**config.mk**
```make
export PLATFORM = sky130hd
export DESIGN_NAME = hid_keyboard_report_tracker_flat
export DESIGN_NICKNAME = d
export VERILOG_FILES = /design/src/hkrt_pkg.sv /design/src/hkrt_if.sv /design/src/hid_keyboard_report_tracker.sv /design/src/hkrt_slot_file.sv /design/src/flat_wrapper.sv
export SDC_FILE = /design/constraint.sdc
export NUM_CORES = 1
export LEC_CHECK = 0
export BUFFER_PORTS_ARGS = -buffer_cell sky130_fd_sc_hd__buf_2
export CAP_MARGIN = 10
export CELL_PAD_IN_SITES_DETAIL_PLACEMENT = 0
export CELL_PAD_IN_SITES_GLOBAL_PLACEMENT = 1
export CORE_UTILIZATION = 30
export DETAILED_ROUTE_END_ITERATION = 16
export PLACE_DENSITY_LB_ADDON = 0.3
export SLEW_MARGIN = 40
export SYNTH_ARGS = -nofsm -noshare
export SYNTH_HDL_FRONTEND = slang
export SYNTH_SLANG_ARGS = --single-unit
```
**constraint.sdc**
```tcl
create_clock -name i_clk -period 12.05 [get_ports i_clk]
set_input_delay 3.615 -clock i_clk [delete_from_list [all_inputs] [get_ports i_clk]]
set_output_delay 3.615 -clock i_clk [all_outputs]
set_load 0.01 [all_outputs]
```
**src/hkrt_pkg.sv**
```systemverilog
// types, constants and helpers of the keyboard report tracker
package hkrt_pkg;

    localparam int KEY_SLOTS = 6;
    localparam int OUT_SLOTS = 6;
    localparam int SLOT_IW   = (KEY_SLOTS > 1) ? $clog2(KEY_SLOTS) : 1;

    typedef logic [7:0]         t_key;
    typedef logic [SLOT_IW-1:0] t_slot_idx;
    typedef logic [KEY_SLOTS-1:0][7:0] t_slot_vec;
    typedef logic [OUT_SLOTS-1:0][7:0] t_out_vec;

    localparam t_slot_idx LAST_IDX = t_slot_idx'(KEY_SLOTS - 1);

    localparam logic OP_RELEASE = 1'b0;
    localparam logic OP_PRESS   = 1'b1;

    localparam t_key MOD_LO  = 8'hE0;
    localparam t_key MOD_HI  = 8'hE7;
    localparam t_key KEY_LO  = 8'h04;
    localparam t_key KEY_HI  = 8'hA4;
    localparam t_key EMPTY_KEY = 8'h00;
    localparam logic [2:0] MOD_BIT_MASK = 3'h7;

    typedef enum logic [2:0] {
        ST_IDLE = 3'b001,
        ST_SCAN = 3'b010,
        ST_EMIT = 3'b100
    } t_state;

    // slot write port
    typedef struct packed {
        logic      en;
        t_slot_idx idx;
        t_key      data;
    } t_slot_wr;

    // shared compare unit result for the addressed slot
    typedef struct packed {
        logic hit;
        logic empty;
    } t_slot_cmp;

    function automatic logic is_modifier(input t_key c);
        return (c >= MOD_LO) && (c <= MOD_HI);
    endfunction

    function automatic logic is_plain_key(input t_key c);
        return (c >= KEY_LO) && (c <= KEY_HI);
    endfunction

endpackage

```
**src/hkrt_if.sv**
```systemverilog
// handshake channels of the keyboard report tracker
interface hkrt_evt_if;
    logic       valid;
    logic       ready;
    logic       op;
    logic [7:0] usage_code;

    modport source (output valid, output op, output usage_code, input ready);
    modport sink   (input valid, input op, input usage_code, output ready);
endinterface

interface hkrt_rpt_if;
    logic       valid;
    logic       ready;
    logic [7:0] modifier_mask;
    logic [7:0] slot_0;
    logic [7:0] slot_1;
    logic [7:0] slot_2;
    logic [7:0] slot_3;
    logic [7:0] slot_4;
    logic [7:0] slot_5;

    modport source (output valid, output modifier_mask, output slot_0, output slot_1,
                    output slot_2, output slot_3, output slot_4, output slot_5,
                    input ready);
    modport sink   (input valid, input modifier_mask, input slot_0, input slot_1,
                    input slot_2, input slot_3, input slot_4, input slot_5,
                    output ready);
endinterface

```
**src/hid_keyboard_report_tracker.sv**
```systemverilog
// boot keyboard report tracker: sequencer, modifier mask and report register
// modifier events go straight to the report, key events first go through the slot scan
// ignored codes are taken without a report; the scan checks one slot per cycle
// through the shared slot comparator; ready is low while an event is in work
// a finished report waits in the output register while the next event is taken
// reset (i_rst_n low, synchronous) empties all slots, clears the mask and drops any pending report
module hid_keyboard_report_tracker (
    input  logic        i_clk,
    input  logic        i_rst_n,
    hkrt_evt_if.sink    i_evt,
    hkrt_rpt_if.source  o_rpt
);
    import hkrt_pkg::*;

    t_state    r_state, n_state;
    logic      r_op;
    t_key      r_code;
    t_slot_idx r_idx, n_idx;
    logic      r_free_ok, n_free_ok;
    t_slot_idx r_free_idx, n_free_idx;
    logic [7:0] r_mods, n_mods;

    logic      r_out_valid, n_out_valid;
    logic [7:0] r_out_mods;
    t_out_vec  r_out_slots;
    t_out_vec  report;

    t_slot_wr  slot_wr;
    t_slot_cmp slot_cmp;
    t_slot_vec slots;

    logic      evt_fire;
    logic      out_free;
    logic      out_load;
    logic      scan_last;
    logic [7:0] mod_bit;
    logic      free_now;

    hkrt_slot_file u_slots (
        .i_clk    (i_clk),
        .i_rst_n  (i_rst_n),
        .i_wr     (slot_wr),
        .i_rd_idx (r_idx),
        .i_code   (r_code),
        .o_cmp    (slot_cmp),
        .o_slots  (slots)
    );

    assign i_evt.ready = (r_state == ST_IDLE);
    assign evt_fire    = i_evt.valid && i_evt.ready;

    // output register is free when empty or being taken this cycle
    assign out_free  = !r_out_valid || o_rpt.ready;
    assign out_load  = (r_state == ST_EMIT) && out_free;
    assign scan_last = (r_idx == LAST_IDX);
    assign mod_bit   = 8'(1) << (i_evt.usage_code[2:0] & MOD_BIT_MASK);
    // an empty slot was seen so far, this one included
    assign free_now  = r_free_ok || slot_cmp.empty;

    always_comb begin
        n_state    = r_state;
        n_idx      = r_idx;
        n_free_ok  = r_free_ok;
        n_free_idx = r_free_idx;
        n_mods     = r_mods;
        slot_wr    = '{en: 1'b0, idx: r_idx, data: EMPTY_KEY};

        unique case (r_state)
            ST_IDLE: begin
                if (evt_fire) begin
                    n_idx     = '0;
                    n_free_ok = 1'b0;
                    if (is_modifier(i_evt.usage_code)) begin
                        // modifiers are settled at once, report only on a real change
                        if (i_evt.op == OP_PRESS) begin
                            n_mods = r_mods | mod_bit;
                        end else begin
                            n_mods = r_mods & ~mod_bit;
                        end
                        if (n_mods != r_mods) begin
                            n_state = ST_EMIT;
                        end
                    end else if (is_plain_key(i_evt.usage_code)) begin
                        n_state = ST_SCAN;
                    end
                end
            end
            ST_SCAN: begin
                if (r_op == OP_PRESS) begin
                    if (slot_cmp.hit) begin
                        // already held: nothing changes
                        n_state = ST_IDLE;
                    end else begin
                        if (!r_free_ok && slot_cmp.empty) begin
                            n_free_ok  = 1'b1;
                            n_free_idx = r_idx;
                        end
                        if (scan_last) begin
                            if (free_now) begin
                                slot_wr = '{en: 1'b1,
                                            idx: (r_free_ok ? r_free_idx : r_idx),
                                            data: r_code};
                                n_state = ST_EMIT;
                            end else begin
                                // all slots full: drop the press
                                n_state = ST_IDLE;
                            end
                        end else begin
                            n_idx = t_slot_idx'(r_idx + 1'b1);
                        end
                    end
                end else begin
                    if (slot_cmp.hit) begin
                        // first matching slot is emptied
                        slot_wr = '{en: 1'b1, idx: r_idx, data: EMPTY_KEY};
                        n_state = ST_EMIT;
                    end else if (scan_last) begin
                        n_state = ST_IDLE;
                    end else begin
                        n_idx = t_slot_idx'(r_idx + 1'b1);
                    end
                end
            end
            ST_EMIT: begin
                if (out_free) begin
                    n_state = ST_IDLE;
                end
            end
            default: begin
                n_state = ST_IDLE;
            end
        endcase
    end

    // report image: slot fields past the slot count read as empty
    always_comb begin
        report = '0;
        for (int j = 0; j < OUT_SLOTS; j++) begin
            if (j < KEY_SLOTS) begin
                report[j] = slots[j];
            end
        end
    end

    always_comb begin
        n_out_valid = r_out_valid;
        if (out_load) begin
            n_out_valid = 1'b1;
        end else if (o_rpt.ready) begin
            n_out_valid = 1'b0;
        end
    end

    // control state
    always_ff @(posedge i_clk) begin
        if (!i_rst_n) begin
            r_state     <= ST_IDLE;
            r_idx       <= '0;
            r_free_ok   <= 1'b0;
            r_mods      <= '0;
            r_out_valid <= 1'b0;
        end else begin
            r_state     <= n_state;
            r_idx       <= n_idx;
            r_free_ok   <= n_free_ok;
            r_mods      <= n_mods;
            r_out_valid <= n_out_valid;
        end
    end

    // event and report payload
    always_ff @(posedge i_clk) begin
        r_free_idx <= n_free_idx;
        if (evt_fire) begin
            r_op   <= i_evt.op;
            r_code <= i_evt.usage_code;
        end
        if (out_load) begin
            r_out_mods  <= r_mods;
            r_out_slots <= report;
        end
    end

    assign o_rpt.valid         = r_out_valid;
    assign o_rpt.modifier_mask = r_out_mods;
    assign o_rpt.slot_0        = r_out_slots[0];
    assign o_rpt.slot_1        = r_out_slots[1];
    assign o_rpt.slot_2        = r_out_slots[2];
    assign o_rpt.slot_3        = r_out_slots[3];
    assign o_rpt.slot_4        = r_out_slots[4];
    assign o_rpt.slot_5        = r_out_slots[5];

endmodule

```
**src/hkrt_slot_file.sv**
```systemverilog
// key slot registers with one write port and the shared slot comparator
module hkrt_slot_file (
    input  logic                 i_clk,
    input  logic                 i_rst_n,
    input  hkrt_pkg::t_slot_wr   i_wr,
    input  hkrt_pkg::t_slot_idx  i_rd_idx,
    input  hkrt_pkg::t_key       i_code,
    output hkrt_pkg::t_slot_cmp  o_cmp,
    output hkrt_pkg::t_slot_vec  o_slots
);
    import hkrt_pkg::*;

    t_slot_vec r_slots;
    t_key      rd_key;

    always_ff @(posedge i_clk) begin
        if (!i_rst_n) begin
            r_slots <= '0;
        end else if (i_wr.en) begin
            r_slots[i_wr.idx] <= i_wr.data;
        end
    end

    // one slot per cycle goes through the comparator
    assign rd_key      = r_slots[i_rd_idx];
    assign o_cmp.hit   = (rd_key == i_code);
    assign o_cmp.empty = (rd_key == EMPTY_KEY);
    assign o_slots     = r_slots;

endmodule

```
**src/flat_wrapper.sv**
```systemverilog
// flat-port wrapper written by rule: the top's interface ports become plain ports
module hid_keyboard_report_tracker_flat import hkrt_pkg::*;
  (i_clk, i_rst_n, i_evt_valid, i_evt_op, i_evt_usage_code, i_evt_ready, o_rpt_valid, o_rpt_modifier_mask, o_rpt_slot_0, o_rpt_slot_1, o_rpt_slot_2, o_rpt_slot_3, o_rpt_slot_4, o_rpt_slot_5, o_rpt_ready);
  hkrt_evt_if i_evt_i ();
  hkrt_rpt_if o_rpt_i ();
  input  logic i_clk;
  input  logic i_rst_n;
  input wire logic [$bits(i_evt_i.valid)-1:0] i_evt_valid;
  input wire logic [$bits(i_evt_i.op)-1:0] i_evt_op;
  input wire logic [$bits(i_evt_i.usage_code)-1:0] i_evt_usage_code;
  output wire logic [$bits(i_evt_i.ready)-1:0] i_evt_ready;
  output wire logic [$bits(o_rpt_i.valid)-1:0] o_rpt_valid;
  output wire logic [$bits(o_rpt_i.modifier_mask)-1:0] o_rpt_modifier_mask;
  output wire logic [$bits(o_rpt_i.slot_0)-1:0] o_rpt_slot_0;
  output wire logic [$bits(o_rpt_i.slot_1)-1:0] o_rpt_slot_1;
  output wire logic [$bits(o_rpt_i.slot_2)-1:0] o_rpt_slot_2;
  output wire logic [$bits(o_rpt_i.slot_3)-1:0] o_rpt_slot_3;
  output wire logic [$bits(o_rpt_i.slot_4)-1:0] o_rpt_slot_4;
  output wire logic [$bits(o_rpt_i.slot_5)-1:0] o_rpt_slot_5;
  input wire logic [$bits(o_rpt_i.ready)-1:0] o_rpt_ready;
  assign i_evt_i.valid = i_evt_valid;
  assign i_evt_i.op = i_evt_op;
  assign i_evt_i.usage_code = i_evt_usage_code;
  assign i_evt_ready = i_evt_i.ready;
  assign o_rpt_valid = o_rpt_i.valid;
  assign o_rpt_modifier_mask = o_rpt_i.modifier_mask;
  assign o_rpt_slot_0 = o_rpt_i.slot_0;
  assign o_rpt_slot_1 = o_rpt_i.slot_1;
  assign o_rpt_slot_2 = o_rpt_i.slot_2;
  assign o_rpt_slot_3 = o_rpt_i.slot_3;
  assign o_rpt_slot_4 = o_rpt_i.slot_4;
  assign o_rpt_slot_5 = o_rpt_i.slot_5;
  assign o_rpt_i.ready = o_rpt_ready;
  hid_keyboard_report_tracker u_core (.i_clk(i_clk), .i_rst_n(i_rst_n), .i_evt(i_evt_i), .o_rpt(o_rpt_i));
endmodule
```
==> impl_table.tex, run 1 <==
\begin{tabular}{lr}
\hline
Metric & Value \\
\hline
\multicolumn{2}{l}{\textbf{Placement}} \\
Placer's final routability congestion estimate & 0.764 \\
DP HPWL & 9470 um \\
Total instance count after detailed placement & 766 \\
Buffers added on ports & 70 \\
\multicolumn{2}{l}{\textbf{Clocking}} \\
Cts bufs inserted & 17 \\
Setup bufs post-CTS & 0 \\
Clock Latency Late Sink & 0.42 ns \\
Clock tree root buffer cell & clkbuf\_16 \\
Clock Sink Count & 132 \\
Hold buffers post-CTS & 0 \\
Number of H-tree levels & 4 \\
TritonCTS clock tree & yes \\
Maximum count of clock buffers along a single path & 2 \\
Clock slew at the register clock pins of the worst setup and hold paths & 0.06 ns \\
Post-CTS sizing & 0 \\
\multicolumn{2}{l}{\textbf{Timing}} \\
Worst Skew & 0.00959 ns \\
Worst Tran Pin Value & 0.814 ns \\
Fraction of the cycle the final worst path needs & 43.3\% \\
Fin. max-slew vios & 0 \\
Setup violation total in the final timing report & 0 \\
Worst max-slew margin expressed relative to the limit & 45.6\% \\
Total Neg Setup Slack & 0 ns \\
Worst hold slack after final layout & 0.460 ns \\
Highest clock rate & 192 MHz \\
Setup repair after global routing missed its margin & false \\
Final Hold Viols & 0 \\
Final critical delay including setup and external delays & 5.22 ns \\
\multicolumn{2}{l}{\textbf{Power}} \\
Pwr per Cell Area & 175 mW/mm\^{}2 \\
Tot Pwr & 1.22 mW \\
Static Leak & 2.48 nW \\
Worst-case vdd ir drop & 0.105 mV \\
\multicolumn{2}{l}{\textbf{Floorplan}} \\
Core area & 0.0187 mm\^{}2 \\
Die Ht & 140 um \\
Die extent in x & 140 um \\
Top-level I/O count & 71 \\
Effective utilization at floorplan & 30.6\% \\
Std cell rows & 50 \\
Die area & 0.0196 mm\^{}2 \\
\multicolumn{2}{l}{\textbf{Drt}} \\
Post-detailed-routing wire length & 13800 um \\
Number of vias per cell & 4.90 \\
Number of DRC markers in iteration 0 & 259 \\
Final ANT Viol Nets & 0 \\
Detailed-route wire length per cell & 17.4 um \\
Detailed-router iteration count before antenna repair & 4 \\
Residual DRC & 0 \\
Via count of the routed design & 3913 \\
\multicolumn{2}{l}{\textbf{Min path}} \\
Class of the worst hold path & flop to flop \\
\multicolumn{2}{l}{\textbf{Finish}} \\
Non-filler cells in the finished layout & 798 \\
Area growth syn-to-layout & 22.1\% \\
Utilization after layout & 37.4\% \\
Number of filler cells placed in the layout & 1812 \\
\# nets final & 566 \\
Total inserted antenna cells & 0 \\
Share of final-layout standard cells stronger than drive strength 1 & 23.9\% \\
\multicolumn{2}{l}{\textbf{Setup path}} \\
Worst Path Class, Setup & flop to primary output \\
Crit path buffers/inverters & 2 \\
Arr. time, crit path & 1.60 ns \\
Crit Path Max Fanout & 5 \\
Required time at the worst-slack endpoint & 8.43 ns \\
Crit path max-delay cell type & nor3\_1 \\
Largest stage delay on the critical path & 0.50 ns \\
Critical Path End Type & primary output \\
Cell type group with the largest total delay on the critical path & simple AND/OR/NAND/NOR gates \\
Critical Path Source Type & flop \\
Cell Chain, Critical Path & inv\_1, nor3\_1, buf\_2 \\
\multicolumn{2}{l}{\textbf{GRT}} \\
Vias in the first global route & 3906 \\
Tot GR Track Use & 14.8\% \\
First-pass GRT wire length & 21900 um \\
Global-route congestion overflow total & 0 \\
Maximum number of pins on one net before global-route repair & 54 \\
Number of antenna violations at the first check in global routing & 0 \\
\multicolumn{2}{l}{\textbf{Logic synthesis}} \\
Area contributors post-synth & edfxtp\_1 36\%, dfxtp\_1 22\%, mux2i\_1 12\%, nand2\_1 4.8\%, nor2\_1 1.8\% \\
Number of synthesized register bits & 132 \\
Leading register cell type out of synthesis & edfxtp\_1 \\
Sequential cell area fraction in the yosys report & 58.1\% \\
Number of flops mapped to enable cells by yosys & 68 \\
Cell count after synthesis & 475 \\
List of most frequent post-synthesis cells & 73 x nand2\_1, 71 x mux2i\_1, 68 x edfxtp\_1 \\
Cell type contributing the most total cell area after synthesis & edfxtp\_1 \\
Number of distinct library cells after synthesis & 57 \\
Proportion of netlist area held by the largest area contributor & 35.7\% \\
Avg Synthesized Cell Area & 12.0 um\^{}2 \\
Post-synth design cell area & 0.00572 mm\^{}2 \\
Total number of yosys warnings & 0 \\
Post-synthesis net count & 490 \\
Most common cell in the synthesized netlist & nand2\_1 \\
Async set or reset register ratio after synthesis & 0\% \\
\multicolumn{2}{l}{\textbf{Job}} \\
\# Max-Cap Violations & 0 \\
\multicolumn{2}{l}{\textbf{Run status}} \\
Run status & finished clean \\
\hline
\end{tabular}
[metrics by stage]
stage                     instance area [um^2]  worst slack [ns]
final                                     6990              6.83
after global routing                      6990              6.72
after CTS                                 6980              6.80
after detailed placement                  6330              6.62
after global placement                    6310              6.41
after floorplan                           5720              2.46
[layout make-up]
type                       count  area, um^2  area share [%]
clock inverter                13         204            2.92
multi-input combinational    312        2280            32.6
timing repair buffer          76         399            5.71
tap                          234         293            4.19
sequential                   132        3320            47.6
inverter                      12        45.0           0.645
clock buffer                  19         443            6.34
[cell usage in the layout (no fill, tap or decap), drive strengths merged, types with 2 or more instances in the layout]
cell and count:
clkinvlp 4, a22oi 9, buf 76, clkbuf 19, a31oi 2, nand2 73
o211a 2, o221ai 2, bufinv 5, or4b 3, inv 13, mux4 3
and2 3, nand3 6, o211ai 6, xor2 2, dfxtp 64, nor2b 4
xnor2 7, nor3 14, and3 5, mux2i 71, o21ai 15, ha 2
mux2 8, o22ai 3, clkinv 3, edfxtp 68, a221oi 2, nor4 5
nor3b 4, nor2 29, a211oi 5, a21oi 12
[cell families (layout without fill, tap and decap cells)]
family	after synthesis	count (layout)	synth area share (%)
xor+xnor	9	9	1.38
mux	82	82	15.2
simple gates	153	153	12.7
flops	132	132	58.1
buf+inv	31	120	2.60
compound gates	66	66	9.53
fa+ha+maj	2	2	0.437
[metal layers]
layer	track usage, %	vias to the layer above	part of all wire, %
li1	-	1907	-
met1	19.6	1898	48
met3	4.41	11	4.9
met2	23.2	97	46
met5	0	-	0
met4	4.86	0	0.77
[sequential cells by signal (all words and copies together), names as in the netlist, 3 cells and up]
name and flops:
u_core.r_idx 3, u_core.o_rpt.modifier_mask 8, u_core.r_state 3, u_core.o_rpt.slot_0 8
u_core.o_rpt.slot_2 8, u_core.r_mods 8, u_core.o_rpt.slot_1 8, u_core.o_rpt.slot_4 8
u_core.o_rpt.slot_3 8, u_core.r_free_idx 3, u_core.o_rpt.slot_5 8, u_core.u_slots.o_slots 48
u_core.r_code 8
[path summary, 6_finish.rpt]
kind	depth (start not counted)	slack, ns	from	endpoint
setup / recovery	3	6.83	u_core.r_state[0]	i_evt_ready
setup reg to reg	10	7.70	u_core.r_idx[1]	u_core.u_slots.o_slots[12]
hold reg to reg	0	0.46	u_core.u_slots.o_slots[37]	u_core.o_rpt.slot_4[5]
hold / removal	0	0.46	u_core.u_slots.o_slots[37]	u_core.o_rpt.slot_4[5]
[power breakdown]
group | switching (mW) | leakage (nW) | total, mW | internal, mW
clock network | 0.194 | 0.305 | 0.565 | 0.372
logic | 0.0903 | 1.01 | 0.133 | 0.0432
registers | 0.0161 | 1.16 | 0.522 | 0.506
Note: power is estimated with default switching activity, not from simulation.
==> run 2, diff against run 1 <==
==> constraint.sdc (replaced) <==
create_clock -name i_clk -period 4.8 [get_ports i_clk]
set_input_delay 1.44 -clock i_clk [delete_from_list [all_inputs] [get_ports i_clk]]
set_output_delay 1.44 -clock i_clk [all_outputs]
set_load 0.01 [all_outputs]
==> impl_table.tex, run 2 (synthesis gave the netlist of run 1 again) <==
\begin{tabular}{lr}
\hline
Metric & Value \\
\hline
\multicolumn{2}{l}{\textbf{Placement}} \\
Buffers added on ports & 70 (unchanged) \\
DP HPWL & 9840 um (+3.8\%) \\
Placer's final routability congestion estimate & 0.806 (+5.4\%) \\
\multicolumn{2}{l}{\textbf{Timing}} \\
Total Neg Setup Slack & 0 ns (unchanged) \\
Worst Skew & 0.0155 ns (+0.00592 ns) \\
Setup repair after global routing missed its margin & false \\
Fraction of the cycle the final worst path needs & 81.3\% \\
Final Hold Viols & 0 (unchanged) \\
Worst hold slack after final layout & 0.463 ns (+0.00327 ns) \\
Final critical delay including setup and external delays & 3.90 ns \\
Worst max-slew margin expressed relative to the limit & 46.7\% (+1.2 points) \\
Setup violation total in the final timing report & 0 (unchanged) \\
Highest clock rate & 256 MHz \\
Fin. max-slew vios & 0 (unchanged) \\
Worst Tran Pin Value & 0.797 ns (-0.0171 ns) \\
\multicolumn{2}{l}{\textbf{Floorplan}} \\
Die area & 0.0196 mm\^{}2 (unchanged) \\
Die extent in x & 140 um (unchanged) \\
Effective utilization at floorplan & 30.6\% (unchanged) \\
Core area & 0.0187 mm\^{}2 (unchanged) \\
Top-level I/O count & 71 (unchanged) \\
Std cell rows & 50 (unchanged) \\
Die Ht & 140 um (unchanged) \\
\multicolumn{2}{l}{\textbf{Finish}} \\
Area growth syn-to-layout & 22.8\% \\
Total inserted antenna cells & 0 (unchanged) \\
Utilization after layout & 37.6\% (+0.21 points) \\
Most used cells in the layout excluding fill and tap cells & 73 x nand2\_1, 71 x mux2i\_1, 70 x buf\_2, 68 x edfxtp\_1, 64 x dfxtp\_1 \\
\# nets final & 576 (+1.8\%) \\
Share of final-layout standard cells stronger than drive strength 1 & 25.3\% (+1.3 points) \\
Number of flip-flops in the largest register & 48 (unchanged) \\
Most common cell after layout, fill and taps aside & nand2\_1 \\
\multicolumn{2}{l}{\textbf{Setup path}} \\
Critical Path End Type & flop \\
Worst R2R Start & u\_core.r\_idx[0] \\
Endpoint of the worst register-to-register path & u\_core.u\_slots.o\_slots[47] \\
Worst Path Class, Setup & flop to flop \\
Setup slack, reg-to-reg & 0.90 ns (-6.80 ns) \\
Arr. time, crit path & 4.25 ns (+2.65 ns) \\
Critical Path Source Type & flop \\
Crit Path Max Fanout & 15 (+10) \\
Number of cell instances on the worst register-to-register path & 11 (+1) \\
Required time at the worst-slack endpoint & 5.15 ns (-3.28 ns) \\
\multicolumn{2}{l}{\textbf{Power}} \\
Pwr per Cell Area & 431 mW/mm\^{}2 (+150\%) \\
Tot Pwr & 3.03 mW (+150\%) \\
Static Leak & 2.54 nW (+2.5\%) \\
Internal Power & 2.23 mW (+140\%) \\
Net switching share of the total power & 26.3\% (+1.8 points) \\
Share of total power in the clock network & 45.6\% (-0.7 points) \\
Reported net switching power & 797 uW (+170\%) \\
Share of total power in combinational logic & 10.7\% (-0.2 points) \\
Worst-case vdd ir drop & 0.251 mV (+140\%) \\
Seq pwr share & 43.7\% (+1.0 points) \\
\multicolumn{2}{l}{\textbf{Clocking}} \\
Cts bufs inserted & 17 (unchanged) \\
Post-CTS sizing & 0 (unchanged) \\
TritonCTS clock tree & yes \\
Clock slew at the register clock pins of the worst setup and hold paths & 0.06 ns (about the same) \\
Clock Sink Count & 132 (unchanged) \\
Hold buffers post-CTS & 0 (unchanged) \\
Clock tree root buffer cell & clkbuf\_16 \\
Clock Latency Late Sink & 0.43 ns (about the same) \\
Number of H-tree levels & 4 (unchanged) \\
Setup bufs post-CTS & 0 (unchanged) \\
Maximum count of clock buffers along a single path & 2 (unchanged) \\
\multicolumn{2}{l}{\textbf{Min path}} \\
Start point of the worst hold path & u\_core.u\_slots.o\_slots[30] \\
Class of the worst hold path & flop to flop \\
Worst Hold Depth & 0 (unchanged) \\
Hold EP & u\_core.o\_rpt.slot\_3[6] \\
\multicolumn{2}{l}{\textbf{Drt}} \\
Detailed-route wire length per cell & 17.1 um (-1.4\%) \\
Number of DRC markers in iteration 0 & 171 (-34\%) \\
Residual DRC & 0 (unchanged) \\
Final ANT Viol Nets & 0 (unchanged) \\
Detailed-router iteration count before antenna repair & 4 (unchanged) \\
Post-detailed-routing wire length & 13800 um (-0.20\%) \\
Number of vias per cell & 4.95 (+0.93\%) \\
Via count of the routed design & 3999 (+2.2\%) \\
\multicolumn{2}{l}{\textbf{Job}} \\
\# Max-Cap Violations & 0 (unchanged) \\
\multicolumn{2}{l}{\textbf{GRT}} \\
Number of antenna violations at the first check in global routing & 0 (unchanged) \\
Tot GR Track Use & 14.8\% (about the same) \\
Global-route congestion overflow total & 0 (unchanged) \\
First-pass GRT wire length & 22100 um (+0.95\%) \\
Maximum number of pins on one net before global-route repair & 53 (-1.9\%) \\
Vias in the first global route & 4016 (+2.8\%) \\
\multicolumn{2}{l}{\textbf{Run status}} \\
Run status & finished clean \\
\hline
\end{tabular}
-- run 2: layer usage --
layer	part of all wire, %	GRT usage (%)	up-vias
li1	-	-	1929
met1	46	18.8	1954
met2	48	24.3	100
met3	4.7	3.73	16
met4	1.3	5.44	0
met5	0	0	-
-- run 2: stage by stage --
step	instance area (um^2)	cells	worst slack, ns
after floorplan	5740	475	1.07
after global placement	6390	775	0.827
after detailed placement	6400	776	0.855
after CTS	7030	808	0.845
after global routing	7030	808	0.652
final	7030	808	0.897
-- run 2: power groups by stage --
stage | Clock [mW] | Combinational (mW) | Sequential [mW]
2_1_floorplan | 0 | 0.212 | 1.35
3_3_place_gp | 0 | 0.319 | 1.34
3_5_place_dp | 0 | 0.325 | 1.35
4_1_cts | 1.41 | 0.326 | 1.32
5_1_grt | 1.45 | 0.358 | 1.33
6_report | 1.38 | 0.323 | 1.32
-- run 2: worst max-delay path by stage --
| stage | slack, ns | end | cells after the start | from |
|---|---|---|---|---|
| global route | 0.65 | u_core.u_slots.o_slots[47] | 11 | u_core.r_idx[0] |
| floorplan | 1.07 | u_core.o_rpt.modifier_mask[0] | 2 | o_rpt_ready |
| global placement | 0.83 | u_core.u_slots.o_slots[47] | 9 | u_core.r_idx[0] |
| CTS | 0.85 | u_core.u_slots.o_slots[47] | 11 | u_core.r_idx[0] |
| detailed placement | 0.86 | u_core.u_slots.o_slots[47] | 11 | u_core.r_idx[0] |
| finish | 0.90 | u_core.u_slots.o_slots[47] | 11 | u_core.r_idx[0] |
-- run 2: final cells by class --
cell class,instances,area (um^2)
flip-flops and latches,132,3320
repair buffers,86,470
fillers,1812,11700
clock buffers,18,439
multi-input cells,312,2260
inverters,12,45.0
well taps,234,293
clock inverters,14,191
-- run 2: critical path, cell delays in order, from the launching register on --
cell and delay [ns]:
dfxtp_1 0.80, buf_4 0.30, nor2b_1 0.28, a22oi_1 0.17, and3_1 0.22, o221ai_2 0.24, nor4_4 0.10, buf_4 0.20
or4b_1 0.65, a221oi_4 0.42, buf_4 0.25, mux2i_1 0.20
==> run 3, diff against run 2 <==
==> constraint.sdc (replaced) <==
create_clock -name i_clk -period 3.8 [get_ports i_clk]
set_input_delay 1.14 -clock i_clk [delete_from_list [all_inputs] [get_ports i_clk]]
set_output_delay 1.14 -clock i_clk [all_outputs]
set_load 0.01 [all_outputs]
==> impl_table.tex, run 3 (synthesis gave the netlist of run 1 again) <==
\begin{tabular}{lr}
\hline
Metric & Value \\
\hline
\multicolumn{2}{l}{\textbf{Placement}} \\
Pre-CTS WS & 0.0352 ns (-0.820 ns) \\
Buffers added on ports & 70 (unchanged) \\
Placer's final routability congestion estimate & 0.846 (+5.1\%) \\
DP HPWL & 9880 um (+0.48\%) \\
\multicolumn{2}{l}{\textbf{Timing}} \\
Worst Tran Pin Value & 0.757 ns (-0.0402 ns) \\
Setup repair after global routing missed its margin & false \\
Final Hold Viols & 0 (unchanged) \\
Final Worst Setup Slack & 0.227 ns (-0.670 ns) \\
Setup violation total in the final timing report & 0 (unchanged) \\
Total Neg Setup Slack & 0 ns (unchanged) \\
Highest clock rate & 280 MHz (+9.2\%) \\
Fraction of the cycle the final worst path needs & 94.0\% (+13 points) \\
Worst max-slew margin expressed relative to the limit & 49.4\% (+2.7 points) \\
Worst Skew & 0.00948 ns (-0.00603 ns) \\
Final critical delay including setup and external delays & 3.57 ns (-0.330 ns) \\
Fin. max-slew vios & 0 (unchanged) \\
\multicolumn{2}{l}{\textbf{Finish}} \\
Total inserted antenna cells & 0 (unchanged) \\
Utilization after layout & 37.9\% (+0.33 points) \\
Most used cells in the layout excluding fill and tap cells & 73 x nand2\_1, 70 x mux2i\_1, 70 x buf\_2, 68 x edfxtp\_1, 62 x dfxtp\_1 \\
Number of flip-flops in the largest register & 48 (unchanged) \\
Most common cell after layout, fill and taps aside & nand2\_1 \\
Share of final-layout standard cells stronger than drive strength 1 & 26.4\% (+1.1 points) \\
Area growth syn-to-layout & 23.9\% \\
\# nets final & 582 (+1.0\%) \\
\multicolumn{2}{l}{\textbf{Power}} \\
Static Leak & 2.58 nW (+1.5\%) \\
Pwr per Cell Area & 543 mW/mm\^{}2 (+26\%) \\
Worst-case vdd ir drop & 0.317 mV (+26\%) \\
\multicolumn{2}{l}{\textbf{Setup path}} \\
Endpoint of the worst register-to-register path & u\_core.u\_slots.o\_slots[41] \\
Cell type group with the largest total delay on the critical path & compound AO/OA/AOI/OAI gates \\
Critical Path Source Type & flop \\
Worst Path Class, Setup & flop to flop \\
Crit path buffers/inverters & 2 (-1) \\
Critical Path End Type & flop \\
Crit Path Max Fanout & 14 (-1) \\
Cell Chain, Critical Path & mux2\_4, a222oi\_1, xor2\_1, o221ai\_2, nor4\_4, clkbuf\_2, or4b\_2, a221oi\_4, buf\_4, mux2i\_1 \\
Setup slack, reg-to-reg & 0.23 ns (-0.67 ns) \\
Crit path max-delay cell type & or4b\_2 \\
Worst R2R Start & u\_core.r\_idx[0] \\
Arr. time, crit path & 3.91 ns (-0.34 ns) \\
Required time at the worst-slack endpoint & 4.13 ns (-1.02 ns) \\
Largest stage delay on the critical path & 0.73 ns (-0.07 ns) \\
Number of cell instances on the worst register-to-register path & 10 (-1) \\
\multicolumn{2}{l}{\textbf{Floorplan}} \\
Top-level I/O count & 71 (unchanged) \\
Die Ht & 140 um (unchanged) \\
Effective utilization at floorplan & 30.6\% (unchanged) \\
Std cell rows & 50 (unchanged) \\
Core area & 0.0187 mm\^{}2 (unchanged) \\
Die area & 0.0196 mm\^{}2 (unchanged) \\
Die extent in x & 140 um (unchanged) \\
\multicolumn{2}{l}{\textbf{Drt}} \\
Post-detailed-routing wire length & 13800 um (about the same) \\
Final ANT Viol Nets & 0 (unchanged) \\
Number of DRC markers in iteration 0 & 191 (+12\%) \\
Detailed-route wire length per cell & 17.0 um (-0.66\%) \\
Detailed-router iteration count before antenna repair & 4 (unchanged) \\
Number of vias per cell & 4.85 (-2.0\%) \\
Residual DRC & 0 (unchanged) \\
Via count of the routed design & 3948 (-1.3\%) \\
\multicolumn{2}{l}{\textbf{Min path}} \\
Worst Hold Depth & 0 (unchanged) \\
Start point of the worst hold path & u\_core.u\_slots.o\_slots[26] \\
Hold EP & u\_core.o\_rpt.slot\_3[2] \\
Class of the worst hold path & flop to flop \\
\multicolumn{2}{l}{\textbf{Clocking}} \\
TritonCTS clock tree & yes \\
Clock Sink Count & 132 (unchanged) \\
Hold buffers post-CTS & 0 (unchanged) \\
Number of H-tree levels & 4 (unchanged) \\
Maximum count of clock buffers along a single path & 2 (unchanged) \\
Clock slew at the register clock pins of the worst setup and hold paths & 0.06 ns (about the same) \\
Cts bufs inserted & 17 (unchanged) \\
Clock Latency Late Sink & 0.42 ns (about the same) \\
Clock tree root buffer cell & clkbuf\_16 \\
\multicolumn{2}{l}{\textbf{GRT}} \\
Tot GR Track Use & 14.6\% (-0.17 points) \\
First-pass GRT wire length & 21800 um (-1.4\%) \\
Maximum number of pins on one net before global-route repair & 35 (-34\%) \\
Vias in the first global route & 3840 (-4.4\%) \\
Global-route congestion overflow total & 0 (unchanged) \\
Number of antenna violations at the first check in global routing & 0 (unchanged) \\
\multicolumn{2}{l}{\textbf{Job}} \\
\# Max-Cap Violations & 0 (unchanged) \\
\multicolumn{2}{l}{\textbf{Run status}} \\
Run status & finished clean \\
\hline
\end{tabular}
==> run 3: worst max-delay path by stage <==
stage                                    end  cells past startpoint             from
2_1_floorplan  u_core.o_rpt.modifier_mask[0]                      2      o_rpt_ready
3_3_place_gp       u_core.u_slots.o_slots[2]                      9  u_core.r_idx[0]
3_5_place_dp       u_core.u_slots.o_slots[6]                      9  u_core.r_idx[0]
4_1_cts            u_core.u_slots.o_slots[6]                      9  u_core.r_idx[0]
5_1_grt           u_core.u_slots.o_slots[31]                      9  u_core.r_idx[0]
6_report          u_core.u_slots.o_slots[41]                     10  u_core.r_idx[0]
==> run 3: power by group <==
group,total (mW),internal (mW),switching [mW]
logic,0.415,0.141,0.274
clock network,1.77,1.15,0.616
registers,1.67,1.60,0.0657
==> run 3: final cells by class <==
type                    count  area [um^2]
flip-flops and latches    132         3330
inverters                  12         45.0
fillers                  1771        11600
clock buffers              21          470
clock inverters            11          174
repair buffers             92          513
multi-input cells         312         2270
well taps                 234          293
==> run 3: repair_timing <==
action                                  CTS  global route
endpoints found under the setup margin    0            48
buffers inserted                          0             2
gates resized for setup                   0             3
==> run 3: metrics by stage <==
stage	instance area [um^2]	total power [mW]	instances	hold slack, ns
3_3_place_gp	6430	2.10	780	0.449
4_1_cts	7070	3.89	812	0.461
3_5_place_dp	6430	2.12	780	0.448
6_report	7090	3.85	814	0.457
5_1_grt	7090	4.00	814	0.478
2_1_floorplan	5740	1.97	475	0.423
==> run 3: routing by layer <==
layer,wire (um),share of wire [%],vias to the layer above,GRT usage [%]
met5,0,0,-,0
met4,165,1.2,0,6.25
met3,454,3.3,12,3.35
met2,6470,47,81,23.5
met1,6740,49,1919,18.9
li1,-,-,1936,-
